`src/rtl/tcst_pkg.sv`:
```
`timescale 1ns / 1ps
`default_nettype none
package tcst_pkg;
  localparam int MaxRegions = 64;
  localparam int IdxW = $clog2(MaxRegions);
  localparam int CntW = $clog2(MaxRegions + 1);

  typedef enum logic [2:0] {
    PH_RESTART = 3'd0,
    PH_FIRST   = 3'd1,
    PH_DOUBLE  = 3'd2,
    PH_REFINE  = 3'd3,
    PH_FINAL   = 3'd4,
    PH_DONE    = 3'd5
  } phase_t;

  typedef enum logic [2:0] {
    ST_IDLE, ST_SCAN, ST_READ, ST_UPDATE, ST_RESP
  } state_t;

  localparam logic [1:0] CfgStart = 2'd0;
  localparam logic [1:0] CfgCores = 2'd1;
  localparam logic [1:0] CfgMode  = 2'd2;

  typedef struct packed {
    phase_t       phase;
    logic [8:0]   trial;
    logic [8:0]   best;
    logic [8:0]   prev;
    logic [8:0]   step;
    logic [47:0]  best_metric;
    logic         seq;
    logic         fallback;
  } slot_t;

  typedef struct packed {
    logic done;
    logic hit;
  } scan_stat_t;

  function automatic logic [8:0] sat9(input logic [9:0] v);
    return v[9] ? 9'h1FF : v[8:0];
  endfunction
endpackage
`default_nettype wire

```
`src/rtl/tcst_search_step.sv`:
```
`timescale 1ns / 1ps
`default_nettype none
module tcst_search_step
  import tcst_pkg::*;
(
  input  wire slot_t        cur,
  input  wire logic [8:0]   start_threads,
  input  wire logic [8:0]   core_count,
  input  wire logic [2:0]   metric_mode,
  input  wire logic [31:0]  elapsed,
  input  wire logic [47:0]  metric,
  output slot_t             nxt
);
  logic               timed;
  logic signed [47:0] res;
  logic               lt, bad;
  logic [8:0]         hstep, rstep;
  logic [8:0]         ref_up, ref_dn;

  always_comb begin
    timed = cur.fallback || metric_mode == 3'd0 || metric_mode > 3'd4;
    res   = timed ? $signed({16'd0, elapsed}) : $signed(metric);
    bad   = !timed && (res <= 48'sd0);
    lt    = res < $signed(cur.best_metric);
    hstep = cur.prev >> 1;
    ref_up = sat9({1'b0, cur.trial} + {1'b0, hstep});
    ref_dn = (cur.trial > hstep) ? cur.trial - hstep : 9'd0;
    rstep = cur.step >> 1;
    nxt = cur;
    if (cur.phase != PH_DONE) begin
      if (bad) begin
        nxt.fallback = 1'b1;
        nxt.phase = PH_FIRST;
        nxt.trial = start_threads;
        nxt.prev  = start_threads;
      end else begin
        unique case (cur.phase)
          PH_RESTART: begin
            nxt.phase = PH_FIRST;
            nxt.trial = start_threads;
            nxt.prev  = start_threads;
          end
          PH_FIRST: begin
            nxt.best_metric = res;
            nxt.best = cur.trial;
            nxt.trial = sat9({cur.trial, 1'b0});
            nxt.phase = PH_DOUBLE;
          end
          PH_DOUBLE: begin
            if (lt) begin
              nxt.best_metric = res;
              nxt.best = cur.trial;
              if (!cur.seq) begin
                if ({cur.trial, 1'b0} <= {1'b0, core_count}) begin
                  nxt.prev = cur.trial;
                  nxt.trial = sat9({cur.trial, 1'b0});
                end else begin
                  nxt.step = hstep;
                  nxt.trial = ref_dn;
                  nxt.phase = (hstep == 9'd1) ? PH_FINAL : PH_REFINE;
                end
              end else begin
                nxt.phase = PH_DONE;
              end
            end else if ({1'b0, cur.trial} == {start_threads, 1'b0} && !cur.seq) begin
              nxt.prev = cur.trial;
              nxt.trial = 9'd1;
              nxt.seq = 1'b1;
            end else begin
              nxt.step = hstep;
              nxt.trial = (cur.best == (core_count >> 1)) ? ref_dn : ref_up;
              nxt.phase = (hstep == 9'd1) ? PH_FINAL : PH_REFINE;
            end
          end
          PH_REFINE: begin
            if (!($signed(cur.best_metric) < res)) begin
              nxt.best = cur.trial;
              nxt.best_metric = res;
            end
            nxt.step = rstep;
            nxt.trial = sat9({1'b0, cur.trial} + {1'b0, rstep});
            nxt.phase = (rstep == 9'd1) ? PH_FINAL : PH_REFINE;
          end
          PH_FINAL: begin
            nxt.phase = PH_DONE;
            if (lt) nxt.best = cur.trial;
          end
          default: ;
        endcase
      end
    end
  end
endmodule
`default_nettype wire

```
`config.mk`:
```
export PLATFORM = sky130hd
export DESIGN_NAME = tcst_search_step
export DESIGN_NICKNAME = d
export VERILOG_FILES = /design/src/rtl/tcst_pkg.sv /design/src/rtl/tcst_search_step.sv
export SDC_FILE = /design/constraint.sdc
export NUM_CORES = 1
export LEC_CHECK = 0
export BUFFER_PORTS_ARGS = -buffer_cell sky130_fd_sc_hd__buf_4
export CELL_PAD_IN_SITES_DETAIL_PLACEMENT = 1
export CELL_PAD_IN_SITES_GLOBAL_PLACEMENT = 1
export CORE_ASPECT_RATIO = 0.6
export CORE_MARGIN = 2
export CORE_UTILIZATION = 36
export DETAILED_ROUTE_END_ITERATION = 8
export PLACE_DENSITY = 0.92
export RECOVER_POWER = 50
export SETUP_SLACK_MARGIN = 0.3
export SKIP_LAST_GASP = 1
export SLEW_MARGIN = 20
export SYNTH_ARGS = -nofsm -noshare
export SYNTH_HDL_FRONTEND = slang
export SYNTH_SLANG_ARGS = --single-unit
```
`constraint.sdc`:
```
create_clock -name vclk -period 6.62
set_clock_uncertainty 0.05 [all_clocks]
set_input_delay 0.331 -clock vclk [all_inputs]
set_output_delay 0.331 -clock vclk [all_outputs]
set_load 0.01 [all_outputs]
```
==> results of run 1 <==
==> power groups by stage <==
stage	registers, mW	clock network [mW]	logic (mW)
global placement	0	0	0.727
global route	0	0	0.812
floorplan	0	0	0.403
CTS	0	0	0.750
finish	0	0	0.752
detailed placement	0	0	0.746
==> per-layer routing <==
metal | track usage [%] | part of all wire, %
met4 | 4.11 | 1.3
met1 | 51.0 | 46
met5 | 0 | 0
met3 | 8.33 | 11
met2 | 53.9 | 42
==> final cells by class <==
class / count / area share [%]
multi-input cells: 770 / 67.7
repair buffers: 290 / 26.0
well taps: 209 / 3.27
inverters: 64 / 3.01
==> worst paths after layout <==
check	startpoint	to	slack, ns	cells past startpoint
max	metric_mode[1]	nxt[44]	0.82	17
min	cur[69]	nxt[69]	0.94	3
==> synthesized netlist by cell type (4+ instances only) <==
library cell	n
or3_1	5
o211ai_1	19
a211oi_1	11
nand2b_1	7
nor3_1	16
a2111oi_0	4
clkbuf_1	30
o221ai_1	14
nor2_1	57
a21oi_1	51
a22oi_1	12
o22ai_1	18
and2_1	6
o21ai_1	36
o21ba_2	5
xor2_1	12
mux2_2	15
o21ai_0	94
o21a_1	10
ha_1	78
xnor2_1	15
a21boi_0	4
o31ai_1	7
nand4_1	26
a31oi_1	9
a21o_1	12
and3_1	5
o21bai_1	5
nor4_1	16
nand2_1	70
nor2b_1	8
buf_2	10
nand3_1	30
inv_1	64
mux2i_1	30
o2111ai_1	4
==> per-stage QoR <==
step           std cells  util [%]  power, mW  instance area [um^2]  setup WS, ns
2_1_floorplan        882         -      0.403                  5860          1.76
3_3_place_gp        1330      50.2      0.727                  8070          1.01
3_5_place_dp        1330      50.2      0.746                  8070         0.770
4_1_cts             1330      50.2      0.750                  8070         0.746
5_1_grt             1333      49.7      0.812                  7990         0.432
6_report            1333      49.7      0.752                  7990         0.819
==> cell families (layout without fill, tap and decap cells) <==
logic type	Yosys count	after routing	synth area share (%)
buffers and inverters	112	354	7.88
XOR/XNOR	27	27	4.04
multiplexers	45	45	8.01
adder cells (fa/ha/maj)	82	82	17.9
AO/OA/AOI/OAI	349	349	39.0
AND/OR/NAND/NOR	267	267	23.2
==> what timing repair did <==
item                       in CTS  in global routing
hold buffers                    0                  0
setup buffers                   0                  3
setup endpoints to repair       0                  8
==> impl_metrics.json, run 1 <==
{
  "critPathSlowestCell": "nor3_1",
  "fin_setup_tns_ns": 0,
  "whs_ns": 0.943,
  "dp.final_hpwl_um": 26500,
  "worst_setup_path_start_kind": "input port",
  "crit_path_end_kind": "primary output",
  "viasPerCell": 6.35,
  "num_vias": 8459,
  "setup_viol": 0,
  "start_util_pct": 36.4,
  "design.seq.count": 0,
  "dieArea_um2": 17300,
  "drc": 0,
  "path_class": "input port to primary output",
  "p_int_mw": 0.315,
  "cp_cell_sequence": "buf_4 > nor3_1 > nor3_4 > buf_12 > nand2_1 > ha_1 > nand4_1 > nor4_1 > nand3_1 > a2111oi_2 > o21a_1 > nor4_4 > o32ai_4 > or2_1 > buf_4 > o21ai_0 > buf_4",
  "globalplace.congestion": 0.953,
  "grt_pass1_vias": 8220,
  "switching_share_pct": 58.1,
  "finalCritPeriodShare_pct": 87.6,
  "avgSynthCellArea_um2": 6.64,
  "final_common_cell": "buf_4",
  "grt_max_degree": 48,
  "grt_pass1_wl_um": 47800,
  "crit_fanout": 47,
  "synthToLayoutAreaGrowth_pct": 36.4,
  "p_seq_share_pct": 0,
  "switchingPower_mw": 0.437,
  "p_leak_nw": 3.61,
  "critical_path.top_delay_family": "simple AND/OR/NAND/NOR gates",
  "antenna_found_initial": 0,
  "grt_setup_unrepaired": "no",
  "synthCells": 882,
  "n_antenna_cell": 0,
  "wl_per_cell_um": 23.8,
  "fmax_mhz": 172,
  "fp.dieW_um": 169,
  "ir_drop_v": 0.0000393,
  "cp_common_cell": "buf_4",
  "register_area_um2": 0,
  "ys_warn_count": 0,
  "critPathRequiredTime_ns": 6.24,
  "fp.dieH_um": 103,
  "grt-ovfl-total": 0,
  "grt_usage_pct": 35.1,
  "finalHoldViolations": 0,
  "synth.area.top_cells": "ha_1 17%, o21ai_0 8.0%, mux2i_1 5.1%",
  "maxSlewHeadroom_pct": 35.3,
  "maxSlewViolCount": 0,
  "yosysTopAreaCell": "ha_1",
  "max_stage_delay_ns": 0.77,
  "powerDensity_nw_per_um2": 94.1,
  "io_buffers": 279,
  "synth_top_area_share_pct": 16.7,
  "outcome": "finished, final reports clean",
  "dr.first_iter.drc_count": 740,
  "fp-row-count": 36,
  "crit_buf_inv": 4,
  "syn_nets": 1153,
  "wl_um": 31800,
  "core_um2": 16100,
  "multi_input_area_um2": 5410,
  "nNetsFinal": 1397,
  "ios": 279,
  "post_cts_resized": 0,
  "clkPwrFrac_pct": 0,
  "finalCriticalPeriod_ns": 5.80,
  "maxCapViolations": 0,
  "layout_common_cells": "259 x buf_4, 96 x o21ai_0, 78 x ha_1",
  "nClkBuffers": 0,
  "combPwrFrac_pct": 100.0,
  "drive_above_1_share_pct": 26.8,
  "fillers": 2205,
  "ant_nets": 0,
  "hold_path.class": "input port to primary output",
  "arrival_ns": 5.42,
  "synth_seq_area_share_pct": 0,
  "netlist_area_um2": 5860,
  "dr.pass1.iters": 5,
  "worstMarginPinSlew_ns": 0.966,
  "ys_types": 79
}
Power figures use the tool's default switching activity.
==> inputs of run 2 (changes only) <==
--- a/config.mk
+++ b/config.mk
@@ -5,6 +5,7 @@
 export SDC_FILE = /design/constraint.sdc
 export NUM_CORES = 1
 export LEC_CHECK = 0
+export ABC_CLOCK_PERIOD_IN_PS = 6620
 export BUFFER_PORTS_ARGS = -buffer_cell sky130_fd_sc_hd__buf_4
 export CELL_PAD_IN_SITES_DETAIL_PLACEMENT = 1
 export CELL_PAD_IN_SITES_GLOBAL_PLACEMENT = 1
@@ -12,6 +13,7 @@
 export CORE_MARGIN = 2
 export CORE_UTILIZATION = 36
 export DETAILED_ROUTE_END_ITERATION = 8
+export GPL_TIMING_DRIVEN = 0
 export PLACE_DENSITY = 0.92
 export RECOVER_POWER = 50
 export SETUP_SLACK_MARGIN = 0.3
==> run 2 against run 1 <==
Effect of this change:
- first-iteration DRC count fell by 7.3%
- non-clock buffer count rose by 35
- sequential share of layout area did not move
- setup slack got worse by 0.23 ns
- design area rose by 2.0%
- die area did not move
- flip-flop and latch count did not move
- critical path depth did not move
- cell count rose by 2.7%
- hold slack improved by 0.0072 ns
- via count rose by 2.9%
- count of clock-buffer cells in the layout did not move
- highest routed layer unchanged
==> impl_metrics.json, run 2 (synthesized netlist as in run 1, its figures left out) <==
{
  "antenna_found_initial": 1,
  "grt_usage_pct": 36.7,
  "dr.first_iter.drc_count": 686,
  "dp.final_hpwl_um": 28600,
  "crit_path_end_kind": "primary output",
  "grt-ovfl-total": 0,
  "fin_ws_ns": 0.587,
  "arrival_ns": 5.65,
  "finalHoldViolations": 0,
  "dieArea_um2": 17300,
  "layout_common_cells": "252 x buf_4, 96 x o21ai_0, 78 x ha_1",
  "outcome": "finished, final reports clean",
  "maxSlewHeadroom_pct": 33.2,
  "io_buffers": 275,
  "grt_setup_unrepaired": "no",
  "drive_above_1_share_pct": 26.7,
  "maxSlewViolCount": 0,
  "finalCritPeriodShare_pct": 91.1,
  "grt_pass1_vias": 8351,
  "fin_util_pct": 50.7,
  "ios": 279,
  "fp-row-count": 36,
  "final_common_cell": "buf_4",
  "nNetsFinal": 1432,
  "whs_path_depth": 3,
  "path_class": "input port to primary output",
  "worst_setup_path_start_kind": "input port",
  "design.seq.count": 0,
  "place_worst_setup_slack_ns": -0.202,
  "min_from": "cur[70]",
  "nClkBuffers": 0,
  "hold_path_end": "nxt[70]",
  "worstMarginPinSlew_ns": 0.995,
  "register_area_um2": 0,
  "ant_nets": 0,
  "finalCriticalPeriod_ns": 6.03,
  "grt_max_degree": 12,
  "start_util_pct": 36.4,
  "viasPerCell": 6.36,
  "num_vias": 8702,
  "core_um2": 16100,
  "drc": 0,
  "wl_per_cell_um": 24.8,
  "crit_fanout": 10,
  "fp.dieW_um": 169,
  "critPathRequiredTime_ns": 6.24,
  "wl_um": 34000,
  "hold_path.class": "input port to primary output",
  "maxCapViolations": 0,
  "fp.dieH_um": 103,
  "grt_pass1_wl_um": 48900,
  "dr.pass1.iters": 5,
  "fmax_mhz": 166,
  "globalplace.congestion": 1.00,
  "setup_viol": 0,
  "synthToLayoutAreaGrowth_pct": 39.2
}
-- run 2: cell count changes in the layout (fill, tap and decap cells not counted), sizes merged --
cell	change
buf	+7
clkbuf	+28
diode	+1
-- run 2: timing repair --
action,CTS,global route
hold buffers,0,0
setup buffers,0,2
pin swaps,0,2
setup endpoints to repair,87,84
gates resized for setup,3,9
-- run 2: final cells by class --
| cell class | instances | area, um^2 |
|---|---|---|
| plain buffers | 48 | 226 |
| fillers | 2161 | 7920 |
| diodes | 1 | 2.50 |
| multi-input cells | 770 | 5430 |
| repair buffers | 277 | 2000 |
| inverters | 64 | 240 |
| well taps | 209 | 262 |
-- run 2: how the worst max path moves through the flow --
stage	startpoint	end	slack, ns	depth (start not counted)
2_1_floorplan	metric_mode[1]	nxt[10]	1.76	17
3_3_place_gp	metric_mode[1]	nxt[51]	-0.03	17
3_5_place_dp	metric_mode[1]	nxt[51]	-0.20	17
4_1_cts	metric_mode[1]	nxt[51]	0.32	17
5_1_grt	metric_mode[1]	nxt[75]	0.25	17
6_report	metric_mode[1]	nxt[69]	0.59	17
-- run 2: per-stage QoR --
step / cell area (um^2) / std cells / hold WS (ns) / setup TNS [ns]
2_1_floorplan: 5860 / 882 / 0.723 / 0
3_3_place_gp: 8190 / 1366 / 0.933 / -0.0734
3_5_place_dp: 8190 / 1366 / 0.938 / -7.53
4_1_cts: 8200 / 1366 / 0.943 / 0
5_1_grt: 8150 / 1368 / 0.961 / 0
6_report: 8160 / 1369 / 0.950 / 0
-- run 2: worst max-delay path, cell delays in order --
cell	delay [ns]
buf_4	0.13
o21a_1	0.28
nor3_4	0.32
clkbuf_2	0.40
clkbuf_4	0.38
mux2i_2	0.44
ha_1	0.22
nand4_1	0.17
nor3_1	0.32
nand3_1	0.21
a2111oi_4	0.41
o21ai_0	0.25
a31oi_2	0.36
o21ai_1	0.38
o22ai_4	0.48
mux2_2	0.41
clkbuf_1	0.13
-- run 2: per-layer routing --
layer | vias to the layer above | wire length [um] | GRT usage (%)
met5 | - | 0 | 0
met3 | 68 | 4150 | 11.6
met2 | 506 | 13700 | 54.0
met1 | 4198 | 15600 | 53.2
li1 | 3930 | - | -
met4 | 0 | 563 | 4.84
==> inputs of run 3 (changes only) <==
==> constraint.sdc (replaced) <==
create_clock -name vclk -period 6.62
set_clock_uncertainty 0.05 [all_clocks]
set_input_delay 0.993 -clock vclk [all_inputs]
set_output_delay 0.993 -clock vclk [all_outputs]
set_load 0.01 [all_outputs]
==> run 3 against run 2 <==
Effect of this change:
- hold slack improved by 1.3 ns
- highest routed layer unchanged
- flip-flop and latch count unchanged
- critical endpoint is now nxt[73]
- design area increased by 9.9%
- setup slack got worse by 0.36 ns
==> impl_metrics.json, run 3 (synthesized netlist as in run 1, its figures left out) <==
{
  "path_class": "input port to primary output",
  "design.seq.count": 0,
  "n_antenna_cell": 0,
  "whs_ns": 2.26,
  "dr.first_iter.drc_count": 772,
  "crit_fanout": 8,
  "worstMarginPinSlew_ns": 0.911,
  "nNetsFinal": 1468,
  "crit_path_end_kind": "primary output",
  "grt_usage_pct": 37.2,
  "wl_um": 36000,
  "arrival_ns": 5.35,
  "switching_share_pct": 56.5,
  "outcome": "finished, final reports clean",
  "critPathRequiredTime_ns": 5.58,
  "io_buffers": 275,
  "ant_nets": 0,
  "setup_viol": 0,
  "hold_path.class": "input port to primary output",
  "core_um2": 16100,
  "drc": 0,
  "maxCapViolations": 0,
  "dieArea_um2": 17300,
  "grt_setup_unrepaired": "no",
  "ios": 279,
  "maxSlewHeadroom_pct": 38.8,
  "p_leak_nw": 4.09,
  "synthToLayoutAreaGrowth_pct": 53.0,
  "num_vias": 9053,
  "fin_cells": 1404,
  "start_util_pct": 36.4,
  "wl_per_cell_um": 25.7,
  "globalplace.congestion": 1.00,
  "layout_common_cells": "285 x buf_4, 99 x o21ai_0, 69 x ha_1",
  "finalCritPeriodShare_pct": 96.6,
  "drive_above_1_share_pct": 33.0,
  "dr.pass1.iters": 5,
  "grt-ovfl-total": 0,
  "clkPwrFrac_pct": 0,
  "p_int_mw": 0.378,
  "antenna_found_initial": 1,
  "finalHoldViolations": 0,
  "maxSlewViolCount": 0,
  "nClkBuffers": 0,
  "ir_drop_v": 0.0000465,
  "final_common_cell": "buf_4",
  "combPwrFrac_pct": 100.0,
  "switchingPower_mw": 0.491,
  "register_area_um2": 0,
  "dp.final_hpwl_um": 28600,
  "fp.dieW_um": 169,
  "grt_max_degree": 12,
  "hold_buffers": 0,
  "powerDensity_nw_per_um2": 97.0,
  "p_seq_share_pct": 0,
  "grt_pass1_vias": 8516,
  "viasPerCell": 6.45,
  "finalCriticalPeriod_ns": 6.39,
  "dp_cells": 1366,
  "fp.dieH_um": 103,
  "fp-row-count": 36,
  "fmax_mhz": 156,
  "worst_setup_path_start_kind": "input port",
  "grt_pass1_wl_um": 49700
}
[run 3: metal layers]
| metal | vias to the layer above | GRT usage (%) | routed length, um |
|---|---|---|---|
| li1 | 3997 | - | - |
| met1 | 4409 | 53.1 | 16000 |
| met2 | 556 | 55.5 | 14900 |
| met3 | 91 | 12.1 | 4340 |
| met4 | 0 | 5.31 | 750 |
| met5 | - | 0 | 0 |
[run 3: path summary, 6_finish.rpt]
kind | from | endpoint | slack [ns] | depth (start not counted)
max | metric_mode[0] | nxt[73] | 0.23 | 21
min | cur[76] | nxt[76] | 2.26 | 3
[run 3: critical path: stages]
cell and delay (ns):
buf_6 0.11, o21a_4 0.24, nor3_4 0.17, buf_8 0.21
clkbuf_16 0.18, nand2_4 0.06, ha_4 0.26, nand4_1 0.13
buf_4 0.18, nor4_4 0.33, nand3_1 0.21, a2111oi_4 0.43
clkbuf_1 0.20, o21ai_4 0.09, a31oi_4 0.27, o32ai_4 0.16
buf_4 0.20, o22ai_4 0.26, clkbuf_16 0.21, mux2_4 0.31
buf_6 0.13
[run 3: metrics by stage]
stage	instance area, um^2	power, mW	utilization (%)	worst slack (ns)	TNS [ns]
after global routing	8960	0.920	55.8	0.0846	0
after global placement	8190	0.746	50.9	-1.36	-105.66
final	8960	0.869	55.8	0.228	0
after CTS	8440	0.787	52.5	0.312	0
after detailed placement	8190	0.764	50.9	-1.53	-121.25
after floorplan	5860	0.403	-	0.440	0
[run 3: power by group through the flow]
stage,Sequential (mW),Clock [mW],Combinational [mW]
after global placement,0,0,0.746
final,0,0,0.869
after floorplan,0,0,0.403
after CTS,0,0,0.787
after global routing,0,0,0.920
after detailed placement,0,0,0.764
[run 3: area by class of cell]
cell class         count  area (um^2)
plain buffers         48          304
fillers             2093         7120
well taps            209          262
multi-input cells    770         5740
inverters             64          240
repair buffers       313         2420
[run 3: what timing repair did]
item	4_1_cts	5_1_grt
cloned	0	3
endpoints found under the setup margin	88	87
pin swaps	13	26
hold endpoints to repair	0	0
buffers inserted	10	25
resized for setup	29	79
